### config.mk
export PLATFORM = sky130hd
export DESIGN_NAME = positional_list_engine_unit
export DESIGN_NICKNAME = d
export VERILOG_FILES = /design/src/rtl/pl_engine_pkg.sv /design/src/rtl/pl_engine_ctrl.sv /design/src/rtl/pl_engine_dp.sv /design/src/rtl/positional_list_engine_unit.sv
export SDC_FILE = /design/constraint.sdc
export NUM_CORES = 2
export LEC_CHECK = 0
export ABC_AREA = 1
export BUFFER_PORTS_ARGS = -buffer_cell sky130_fd_sc_hd__clkbuf_2
export CAP_MARGIN = 20
export CORE_UTILIZATION = 25
export CTS_BUF_LIST = sky130_fd_sc_hd__clkbuf_8
export CTS_CLUSTER_DIAMETER = 200
export CTS_CLUSTER_SIZE = 8
export DETAILED_ROUTE_END_ITERATION = 10
export GPL_ROUTABILITY_DRIVEN = 0
export PLACE_DENSITY = 0.46
export SLEW_MARGIN = 20
export SYNTH_ARGS = -nofsm -noshare
export SYNTH_HDL_FRONTEND = slang
export SYNTH_SLANG_ARGS = --single-unit
### constraint.sdc
create_clock -name i_clk -period 5.85 [get_ports i_clk]
set_input_delay 0.2925 -clock i_clk [delete_from_list [all_inputs] [get_ports i_clk]]
set_output_delay 0.2925 -clock i_clk [all_outputs]
set_load 0.05 [all_outputs]
### src/rtl/pl_engine_pkg.sv
package pl_engine_pkg;

    localparam int CAPACITY = 32;
    localparam int CNT_W    = $clog2(CAPACITY + 1);
    localparam int ADDR_W   = $clog2(CAPACITY);
    localparam int POS_W    = 6;
    localparam int CMP_W    = ((CNT_W > POS_W) ? CNT_W : POS_W) + 1;

    localparam logic [2:0] ACT_INSERT = 3'd0;
    localparam logic [2:0] ACT_DELETE = 3'd1;
    localparam logic [2:0] ACT_GET    = 3'd2;
    localparam logic [2:0] ACT_LOCATE = 3'd3;
    localparam logic [2:0] ACT_CLEAR  = 3'd4;

    localparam logic [1:0] ST_OK       = 2'd0;
    localparam logic [1:0] ST_FULL     = 2'd1;
    localparam logic [1:0] ST_BADPOS   = 2'd2;
    localparam logic [1:0] ST_NOTFOUND = 2'd3;

    localparam logic [2:0] IDX_HOLD  = 3'd0;
    localparam logic [2:0] IDX_COUNT = 3'd1;
    localparam logic [2:0] IDX_POS   = 3'd2;
    localparam logic [2:0] IDX_ZERO  = 3'd3;
    localparam logic [2:0] IDX_INC   = 3'd4;
    localparam logic [2:0] IDX_DEC   = 3'd5;

    localparam logic [1:0] RD_NONE  = 2'd0;
    localparam logic [1:0] RD_IDX   = 2'd1;
    localparam logic [1:0] RD_IDXM1 = 2'd2;
    localparam logic [1:0] RD_POSM1 = 2'd3;

    localparam logic [1:0] WR_NONE     = 2'd0;
    localparam logic [1:0] WR_SHIFT_UP = 2'd1;
    localparam logic [1:0] WR_SHIFT_DN = 2'd2;
    localparam logic [1:0] WR_PUT      = 2'd3;

    localparam logic [1:0] CNT_HOLD = 2'd0;
    localparam logic [1:0] CNT_INC  = 2'd1;
    localparam logic [1:0] CNT_DEC  = 2'd2;
    localparam logic [1:0] CNT_ZERO = 2'd3;

    typedef struct packed {
        logic [2:0]        action;
        logic [POS_W-1:0]  position;
        logic signed [31:0] value;
    } t_in;

    typedef struct packed {
        logic [1:0]         status;
        logic signed [31:0] read_value;
        logic [5:0]         list_length;
        logic               is_empty;
    } t_out;

    typedef struct packed {
        logic       req_load;
        logic [2:0] idx_op;
        logic [1:0] rd_op;
        logic [1:0] wr_op;
        logic [1:0] cnt_op;
        logic       save_rd;
        logic       res_load;
        logic [1:0] res_status;
        logic       res_with_rd;
    } t_cmd;

    typedef struct packed {
        logic [2:0] action;
        logic       full;
        logic       pos_ins_ok;
        logic       pos_rd_ok;
        logic       pos_at_end;
        logic       pos_at_cnt;
        logic       cnt_zero;
        logic       idx_eq_pos;
        logic       idx_last;
        logic       match;
        logic       out_free;
    } t_stat;

endpackage

### src/rtl/pl_engine_ctrl.sv
module pl_engine_ctrl
    import pl_engine_pkg::*;
(
    input  logic  i_clk,
    input  logic  i_rst_n,
    input  logic  i_in_valid,
    output logic  o_in_ready,
    input  t_stat i_stat,
    output t_cmd  o_cmd
);

    localparam logic [3:0] S_IDLE    = 4'd0;
    localparam logic [3:0] S_DECIDE  = 4'd1;
    localparam logic [3:0] S_INS_RD  = 4'd2;
    localparam logic [3:0] S_INS_WR  = 4'd3;
    localparam logic [3:0] S_INS_PUT = 4'd4;
    localparam logic [3:0] S_RD_DATA = 4'd5;
    localparam logic [3:0] S_DEL_RD  = 4'd6;
    localparam logic [3:0] S_DEL_WR  = 4'd7;
    localparam logic [3:0] S_LOC_RD  = 4'd8;
    localparam logic [3:0] S_LOC_CMP = 4'd9;
    localparam logic [3:0] S_FINISH  = 4'd10;

    logic [3:0] r_state, n_state;
    logic [1:0] r_st, n_st;
    logic       r_use_rd, n_use_rd;

    assign o_in_ready = (r_state == S_IDLE);

    always_comb begin
        n_state  = r_state;
        n_st     = r_st;
        n_use_rd = r_use_rd;
        o_cmd    = '0;
        o_cmd.res_status  = r_st;
        o_cmd.res_with_rd = r_use_rd;
        case (r_state)
            S_IDLE: begin
                if (i_in_valid) begin
                    o_cmd.req_load = 1'b1;
                    n_use_rd = 1'b0;
                    n_state  = S_DECIDE;
                end
            end
            S_DECIDE: begin
                n_state = S_FINISH;
                case (i_stat.action)
                    ACT_INSERT: begin
                        if (i_stat.full) begin
                            n_st = ST_FULL;
                        end else if (!i_stat.pos_ins_ok) begin
                            n_st = ST_BADPOS;
                        end else begin
                            o_cmd.idx_op = IDX_COUNT;
                            n_state = i_stat.pos_at_end ? S_INS_PUT : S_INS_RD;
                        end
                    end
                    ACT_DELETE, ACT_GET: begin
                        if (!i_stat.pos_rd_ok) begin
                            n_st = ST_BADPOS;
                        end else begin
                            o_cmd.rd_op  = RD_POSM1;
                            o_cmd.idx_op = IDX_POS;
                            n_state = S_RD_DATA;
                        end
                    end
                    ACT_LOCATE: begin
                        if (i_stat.cnt_zero) begin
                            n_st = ST_NOTFOUND;
                        end else begin
                            o_cmd.idx_op = IDX_ZERO;
                            n_state = S_LOC_RD;
                        end
                    end
                    ACT_CLEAR: begin
                        o_cmd.cnt_op = CNT_ZERO;
                        n_st = ST_OK;
                    end
                    default: begin
                        n_st = ST_BADPOS;
                    end
                endcase
            end
            S_INS_RD: begin
                o_cmd.rd_op = RD_IDXM1;
                n_state = S_INS_WR;
            end
            S_INS_WR: begin
                o_cmd.wr_op  = WR_SHIFT_UP;
                o_cmd.idx_op = IDX_DEC;
                n_state = i_stat.idx_eq_pos ? S_INS_PUT : S_INS_RD;
            end
            S_INS_PUT: begin
                o_cmd.wr_op  = WR_PUT;
                o_cmd.cnt_op = CNT_INC;
                n_st    = ST_OK;
                n_state = S_FINISH;
            end
            S_RD_DATA: begin
                o_cmd.save_rd = 1'b1;
                n_st     = ST_OK;
                n_use_rd = 1'b1;
                if (i_stat.action == ACT_GET) begin
                    n_state = S_FINISH;
                end else if (i_stat.pos_at_cnt) begin
                    o_cmd.cnt_op = CNT_DEC;
                    n_state = S_FINISH;
                end else begin
                    n_state = S_DEL_RD;
                end
            end
            S_DEL_RD: begin
                o_cmd.rd_op = RD_IDX;
                n_state = S_DEL_WR;
            end
            S_DEL_WR: begin
                o_cmd.wr_op  = WR_SHIFT_DN;
                o_cmd.idx_op = IDX_INC;
                if (i_stat.idx_last) begin
                    o_cmd.cnt_op = CNT_DEC;
                    n_state = S_FINISH;
                end else begin
                    n_state = S_DEL_RD;
                end
            end
            S_LOC_RD: begin
                o_cmd.rd_op = RD_IDX;
                n_state = S_LOC_CMP;
            end
            S_LOC_CMP: begin
                if (i_stat.match) begin
                    n_st    = ST_OK;
                    n_state = S_FINISH;
                end else if (i_stat.idx_last) begin
                    n_st    = ST_NOTFOUND;
                    n_state = S_FINISH;
                end else begin
                    o_cmd.idx_op = IDX_INC;
                    n_state = S_LOC_RD;
                end
            end
            S_FINISH: begin
                if (i_stat.out_free) begin
                    o_cmd.res_load = 1'b1;
                    n_state = S_IDLE;
                end
            end
            default: begin
                n_state = S_IDLE;
            end
        endcase
    end

    always_ff @(posedge i_clk) begin
        if (!i_rst_n) begin
            r_state  <= S_IDLE;
            r_st     <= ST_OK;
            r_use_rd <= 1'b0;
        end else begin
            r_state  <= n_state;
            r_st     <= n_st;
            r_use_rd <= n_use_rd;
        end
    end

`ifndef NO_ASSERTIONS
    a_accept_decide: assert property (@(posedge i_clk) disable iff (!i_rst_n)
        (i_in_valid && o_in_ready) |=> (r_state == S_DECIDE))
        else $error("accepted item did not reach decode");

    a_load_free: assert property (@(posedge i_clk) disable iff (!i_rst_n)
        o_cmd.res_load |-> i_stat.out_free)
        else $error("result loaded over a waiting result");

    a_idle_no_write: assert property (@(posedge i_clk) disable iff (!i_rst_n)
        (r_state == S_IDLE) |-> (o_cmd.wr_op == WR_NONE && o_cmd.cnt_op == CNT_HOLD))
        else $error("list modified while idle");

    a_finish_hold: assert property (@(posedge i_clk) disable iff (!i_rst_n)
        (r_state == S_FINISH && !i_stat.out_free) |=> (r_state == S_FINISH))
        else $error("result dropped while output busy");
`endif

endmodule

### src/rtl/pl_engine_dp.sv
module pl_engine_dp
    import pl_engine_pkg::*;
(
    input  logic  i_clk,
    input  logic  i_rst_n,
    input  t_in   i_item,
    input  t_cmd  i_cmd,
    output t_stat o_stat,
    output logic  o_out_valid,
    input  logic  i_out_ready,
    output t_out  o_out_item
);

    logic [31:0]       mem [CAPACITY];
    t_in               r_req;
    logic [CNT_W-1:0]  r_count, n_count;
    logic [ADDR_W-1:0] r_idx;
    logic [31:0]       r_rdata;
    logic [31:0]       r_rd;
    t_out              r_out;
    logic              r_out_valid;

    logic [CMP_W-1:0]  count_x, pos_x, idx_x, pos_m1;
    logic              rd_en, wr_en;
    logic [ADDR_W-1:0] rd_addr, wr_addr;
    logic [31:0]       wr_data;

    assign count_x = CMP_W'(r_count);
    assign pos_x   = CMP_W'(r_req.position);
    assign idx_x   = CMP_W'(r_idx);
    assign pos_m1  = pos_x - CMP_W'(1);

    assign o_stat.action     = r_req.action;
    assign o_stat.full       = (count_x >= CMP_W'(CAPACITY));
    assign o_stat.pos_ins_ok = (pos_x != '0) && (pos_x <= count_x + CMP_W'(1));
    assign o_stat.pos_rd_ok  = (pos_x != '0) && (pos_x <= count_x);
    assign o_stat.pos_at_end = (pos_x == count_x + CMP_W'(1));
    assign o_stat.pos_at_cnt = (pos_x == count_x);
    assign o_stat.cnt_zero   = (r_count == '0);
    assign o_stat.idx_eq_pos = (idx_x == pos_x);
    assign o_stat.idx_last   = (idx_x + CMP_W'(1) >= count_x);
    assign o_stat.match      = (r_rdata == r_req.value);
    assign o_stat.out_free   = !r_out_valid || i_out_ready;

    always_comb begin
        rd_en   = 1'b1;
        rd_addr = r_idx;
        case (i_cmd.rd_op)
            RD_IDX:   rd_addr = r_idx;
            RD_IDXM1: rd_addr = r_idx - ADDR_W'(1);
            RD_POSM1: rd_addr = pos_m1[ADDR_W-1:0];
            default:  rd_en   = 1'b0;
        endcase
    end

    always_comb begin
        wr_en   = 1'b1;
        wr_addr = r_idx;
        wr_data = r_rdata;
        case (i_cmd.wr_op)
            WR_SHIFT_UP: wr_addr = r_idx;
            WR_SHIFT_DN: wr_addr = r_idx - ADDR_W'(1);
            WR_PUT: begin
                wr_addr = pos_m1[ADDR_W-1:0];
                wr_data = r_req.value;
            end
            default: wr_en = 1'b0;
        endcase
    end

    always_comb begin
        case (i_cmd.cnt_op)
            CNT_INC:  n_count = r_count + CNT_W'(1);
            CNT_DEC:  n_count = r_count - CNT_W'(1);
            CNT_ZERO: n_count = '0;
            default:  n_count = r_count;
        endcase
    end

    always_ff @(posedge i_clk) begin
        if (wr_en) begin
            mem[wr_addr] <= wr_data;
        end
        if (rd_en) begin
            r_rdata <= mem[rd_addr];
        end
    end

    always_ff @(posedge i_clk) begin
        if (i_cmd.req_load) begin
            r_req <= i_item;
        end
        if (i_cmd.save_rd) begin
            r_rd <= r_rdata;
        end
        case (i_cmd.idx_op)
            IDX_COUNT: r_idx <= count_x[ADDR_W-1:0];
            IDX_POS:   r_idx <= pos_x[ADDR_W-1:0];
            IDX_ZERO:  r_idx <= '0;
            IDX_INC:   r_idx <= r_idx + ADDR_W'(1);
            IDX_DEC:   r_idx <= r_idx - ADDR_W'(1);
            default:   r_idx <= r_idx;
        endcase
        if (i_cmd.res_load) begin
            r_out.status      <= i_cmd.res_status;
            r_out.read_value  <= i_cmd.res_with_rd ? r_rd : 32'd0;
            r_out.list_length <= count_x[5:0];
            r_out.is_empty    <= (r_count == '0);
        end
    end

    always_ff @(posedge i_clk) begin
        if (!i_rst_n) begin
            r_count     <= '0;
            r_out_valid <= 1'b0;
        end else begin
            r_count <= n_count;
            if (i_cmd.res_load) begin
                r_out_valid <= 1'b1;
            end else if (i_out_ready) begin
                r_out_valid <= 1'b0;
            end
        end
    end

    assign o_out_valid = r_out_valid;
    assign o_out_item  = r_out;

`ifndef NO_ASSERTIONS
    a_count_bound: assert property (@(posedge i_clk) disable iff (!i_rst_n)
        count_x <= CMP_W'(CAPACITY))
        else $error("count beyond capacity");

    a_put_not_full: assert property (@(posedge i_clk) disable iff (!i_rst_n)
        (i_cmd.wr_op == WR_PUT) |-> (!o_stat.full && o_stat.pos_ins_ok))
        else $error("insert into full list or bad position");

    a_dec_nonzero: assert property (@(posedge i_clk) disable iff (!i_rst_n)
        (i_cmd.cnt_op == CNT_DEC) |-> !o_stat.cnt_zero)
        else $error("delete from empty list");
`endif

endmodule

### src/rtl/positional_list_engine_unit.sv
// Positional list engine: ordered list of signed 32-bit words, 1-based positions.
// Input channel (i_in_valid / o_in_ready / i_in_item) takes one request:
// insert, delete, get, locate or clear. Output channel (o_out_valid /
// i_out_ready / o_out_item) returns one result per request: status, read
// value, new length and empty flag.
// Entries sit in a one-port-write, one-port-read memory with registered
// read data; a sequencer moves one entry at a time, a read and then a write.
// Steps after accept: clear, full, bad position, bad action and locate on an
// empty list settle at decode; get reads the entry at the position; insert
// shifts up each entry from the position to the end, then puts the value;
// delete reads the entry, then shifts down each entry after it; locate
// reads and compares entries until the first match or the last entry.
// One request is in flight at a time; the next is accepted the cycle after
// its result is loaded into the output register.
// Reset (synchronous, active low) empties the list and drops any result.
// A stalled receiver holds the result in the output register; a finished
// request waits until that register frees.
module positional_list_engine_unit
    import pl_engine_pkg::*;
(
    input  logic i_clk,
    input  logic i_rst_n,
    input  logic i_in_valid,
    output logic o_in_ready,
    input  t_in  i_in_item,
    output logic o_out_valid,
    input  logic i_out_ready,
    output t_out o_out_item
);

    t_cmd  cmd;
    t_stat stat;

    pl_engine_ctrl u_ctrl (
        .i_clk      (i_clk),
        .i_rst_n    (i_rst_n),
        .i_in_valid (i_in_valid),
        .o_in_ready (o_in_ready),
        .i_stat     (stat),
        .o_cmd      (cmd)
    );

    pl_engine_dp u_dp (
        .i_clk       (i_clk),
        .i_rst_n     (i_rst_n),
        .i_item      (i_in_item),
        .i_cmd       (cmd),
        .o_stat      (stat),
        .o_out_valid (o_out_valid),
        .i_out_ready (i_out_ready),
        .o_out_item  (o_out_item)
    );

endmodule

==> metrics.yaml <==
floorplan:
  num_rows: 170
  die-height_um: 467.0
  boundaryPins: 88
  die_width_um: 467.0
  start_util_pct: 25.18
  design.die.area_mm2: 0.2181
  design.core.area_mm2: 0.2146
grt:
  gr-usage-all-layers_pct: 16.17
  pin_count_of_the_biggest_net_entering_global_routing: 173
  first_global_vias: 37154
  globalRouteOverflowTotal: 0
  grt_pass1_wl_mm: 261.7
  antenna_violations_before_repair: 4
placement:
  place_worst_setup_slack_ns: 1.728
  place_area_mm2: 0.05826
  place_hpwl_mm: 92.02
  dpl.cell_count: 7917
  io_buffer_count: 87
clock_network:
  cts-htree-levels: 4
  clkTransAtPathRegs_ns: 0.07
  numClockSinks: 1189
  cts_made_buffers: 166
  insertion_delay_ns: 0.95
  tritoncts: "built"
  cts-resized-gates: 0
  post-cts-setup-buffer-count: 0
  buffer_cell_driving_the_clock_tree_root: "sky130_fd_sc_hd__clkbuf_8"
  ctsLongestPathBuffers: 3
cells_and_area:
  drive_above_1_share_pct: 8.874
  syn2layout_area_growth_pct: 13.85
  post-route-cell-area_mm2: 0.06153
  fillCellCount: 22189
  design.final.nets: 5395
  finalCoreUtilization_pct: 28.67
  instances_no_fill: 8193
status:
  result_of_the_run: "completed"
synthesis:
  synth_sequential_area_ratio_pct: 65.80
  synthTopCellsByCount: "1175 x sky130_fd_sc_hd__edfxtp_1, 1106 x sky130_fd_sc_hd__inv_1, 895 x sky130_fd_sc_hd__nand2_1"
  synth_enable_flop_cells: 1175
  synth.distinct_cells: 47
  synthDominantCellAreaShare_pct: 65.28
  ys_seq_elements: 1189
  post-synth-top-count-cell: "sky130_fd_sc_hd__edfxtp_1"
  synthFlopType: "sky130_fd_sc_hd__edfxtp_1"
  yosys.area.top_type: "sky130_fd_sc_hd__edfxtp_1"
  synth_cells: 5219
  ys_warn_count: 0
  synth_area_mm2: 0.05405
  yosys-top-cells-area: "sky130_fd_sc_hd__edfxtp_1 65%, sky130_fd_sc_hd__nand3_1 8.3%, sky130_fd_sc_hd__inv_1 7.7%"
  synth-async-reset-ratio_pct: 0
  syn-num-nets: 5292
  synthesis.area_per_instance_um2: 10.36
critical_path:
  crit-reg2reg-launch: "u_dp.r_count[2]"
  critical_path_required_ns: 6.63
  critPathBufInv: 2
  chain_of_cells_forming_the_critical_path: "inv_1 -> ha_1 -> nand2_1 -> nor2_1 -> nand3_2 -> nand2_1 -> nand4_4 -> nor2_1 -> nand3b_1 -> buf_4 -> nand3_1 -> nand3_1 -> nand3_1 -> nand2_1 -> nand2_1 -> nand2_1"
  critical_path_peak_fanout: 42
  worst_path_most_repeated_cell: "sky130_fd_sc_hd__nand2_1"
  timing_worst_setup_path_type: "flip-flop to flip-flop"
  cp-start-kind: "flip-flop"
  crit_path_end_kind: "flip-flop"
  timing.critical_path.slowest_stage_cell: "sky130_fd_sc_hd__nand3b_1"
  worst_r2r_end: "u_dp.r_rdata[19]"
  cpPeakStageDelay_ns: 0.71
  timing.critical_path.max_delay_family: "simple AND/OR/NAND/NOR gates"
  r2r_setup_slack_ns: 1.68
  worst-r2r-cell-count: 16
  cp_data_arrival_time_ns: 4.95
sta:
  min_period_over_period_pct: 71.30
  slew_violations: 0
  fin_setup_tns_ns: 0
  final-setup-viol-count: 0
  rsz_0062_raised_after_global_routing: "false"
  slew_headroom_pct: 25.65
  fin_skew_ns: 0.08030
  max_freq_mhz: 239.7
  timing.final.crit_period_ns: 4.171
  setup_ws_ns: 1.679
  max_slew.worst_pin.slew_ns: 1.113
  final_hold_viol_count: 0
hold_path:
  min_delay_path_depth: 2
  worstHoldPathType: "input port to flip-flop"
  timing.hold.worst.start: "i_in_item[29]"
  hold-path-endpoint: "u_dp.r_req[29]"
drt:
  vias: 38454
  number_of_drc_markers_after_the_initial_detailed_route_iteration: 3799
  viasPerCell: 4.694
  route.detailed.drc: 0
  avgRoutedWirePerCell_um: 21.82
  totalWireLength_mm: 178.8
  drt_pre_antenna_iters: 5
  antenna_violating_nets_post_route: 0
power:
  p_leak_nw: 25.06
  vdd_drop_max_mv: 0.6008
  cellPowerDensity_mw_per_mm2: 474.5
run:
  max_cap_violations: 0
[timing repair]
item,CTS,global route
setup endpoints to repair,0,0
hold endpoints to repair,69,0
hold buffers,73,0
[power breakdown]
part | total (mW) | switching, mW | internal [mW]
Clock | 5.76 | 3.18 | 2.58
Combinational | 11.8 | 8.68 | 3.12
Sequential | 11.6 | 0.536 | 11.1
[layout make-up]
class | instances | area [um2] | area share, %
inverters | 1115 | 4192 | 6.812
well taps | 2838 | 3551 | 5.771
multi-input cells | 2579 | 13220 | 21.48
diodes | 2 | 5.005 | 0.008133
clock inverters | 32 | 198.9 | 0.3233
flip-flops and latches | 1189 | 35560 | 57.80
repair buffers | 271 | 2505 | 4.071
clock buffers | 167 | 2298 | 3.735
[cell families after synthesis]
kind of cell | synth area share [%]
and+or+nand+nor | 21.28
xor gates and xnor gates | 0.5833
AOI/OAI and AO/OA | 1.171
buffers and inverters | 10.50
DFF | 65.80
adders and majority gates | 0.6620
[metrics by stage]
step | hold slack, ns | power, mW
final | 0.1122 | 29.20
after global routing | 0.04758 | 30.85
after CTS | 0.002122 | 29.40
after global placement | 0.4247 | 23.52
after floorplan | 0.3901 | 19.09
after detailed placement | 0.4282 | 23.53
[flip-flops by register name, indices dropped and copies added (netlist names), 2 cells and up]
register,count
u_ctrl.r_state,4
u_ctrl.r_st,2
u_dp.pos_x,6
u_dp.r_idx,5
u_dp.r_count,6
u_dp.r_rd,32
u_dp.r_rdata,32
u_dp.o_out_item,41
u_dp.o_stat,3
u_dp.mem,1024
u_dp.r_req,32
[per-layer routing]
metal | up-vias | wire length [um] | track usage (%)
met3 | 256 | 11240 | 2.613
met1 | 19138 | 82690 | 22.87
met4 | 0 | 3862 | 4.575
met5 | - | 0 | 0
li1 | 17754 | - | -
met2 | 1306 | 80990 | 25.38
[how the worst max path moves through the flow]
stage | from | endpoint | slack [ns] | cells past startpoint
4_1_cts | u_dp.r_count[2] | u_dp.r_rdata[19] | 1.70 | 16
3_3_place_gp | u_dp.r_count[2] | u_dp.r_rdata[31] | 1.72 | 16
3_5_place_dp | u_dp.r_count[2] | u_dp.r_rdata[31] | 1.73 | 16
6_report | u_dp.r_count[2] | u_dp.r_rdata[19] | 1.68 | 16
5_1_grt | u_dp.r_idx[0] | u_dp.r_count[5] | 1.24 | 21
2_1_floorplan | u_ctrl.r_state[2] | u_dp.r_count[5] | 1.82 | 17
[worst register-to-register path, stage by stage, from the launching register on]
cell and delay (ns):
sky130_fd_sc_hd__dfxtp_1 0.53, sky130_fd_sc_hd__inv_1 0.16, sky130_fd_sc_hd__ha_1 0.30, sky130_fd_sc_hd__nand2_1 0.05, sky130_fd_sc_hd__nor2_1 0.15, sky130_fd_sc_hd__nand3_2 0.15
sky130_fd_sc_hd__nand2_1 0.17, sky130_fd_sc_hd__nand4_4 0.17, sky130_fd_sc_hd__nor2_1 0.28, sky130_fd_sc_hd__nand3b_1 0.71, sky130_fd_sc_hd__buf_4 0.65, sky130_fd_sc_hd__nand3_1 0.20
sky130_fd_sc_hd__nand3_1 0.12, sky130_fd_sc_hd__nand3_1 0.12, sky130_fd_sc_hd__nand2_1 0.11, sky130_fd_sc_hd__nand2_1 0.05, sky130_fd_sc_hd__nand2_1 0.09
[cell usage in the layout (no fill, tap or decap), drive strengths merged, types with 2 or more instances in the layout]
| cell | n |
|---|---|
| o22ai | 4 |
| diode | 2 |
| nor3 | 10 |
| clkinvlp | 6 |
| a21oi | 26 |
| nand2 | 895 |
| buf | 111 |
| nor4 | 3 |
| or2 | 12 |
| nand3b | 2 |
| inv | 1139 |
| clkinv | 2 |
| a21o | 2 |
| xor2 | 13 |
| o21ai | 63 |
| dlygate4sd3 | 73 |
| edfxtp | 1175 |
| a31oi | 3 |
| xnor2 | 23 |
| nand3 | 895 |
| clkbuf | 254 |
| o211ai | 3 |
| nor2 | 85 |
| nand4 | 499 |
| ha | 27 |
| dfxtp | 14 |
| o2111ai | 3 |
No activity file was read; power rests on OpenSTA's default activity.
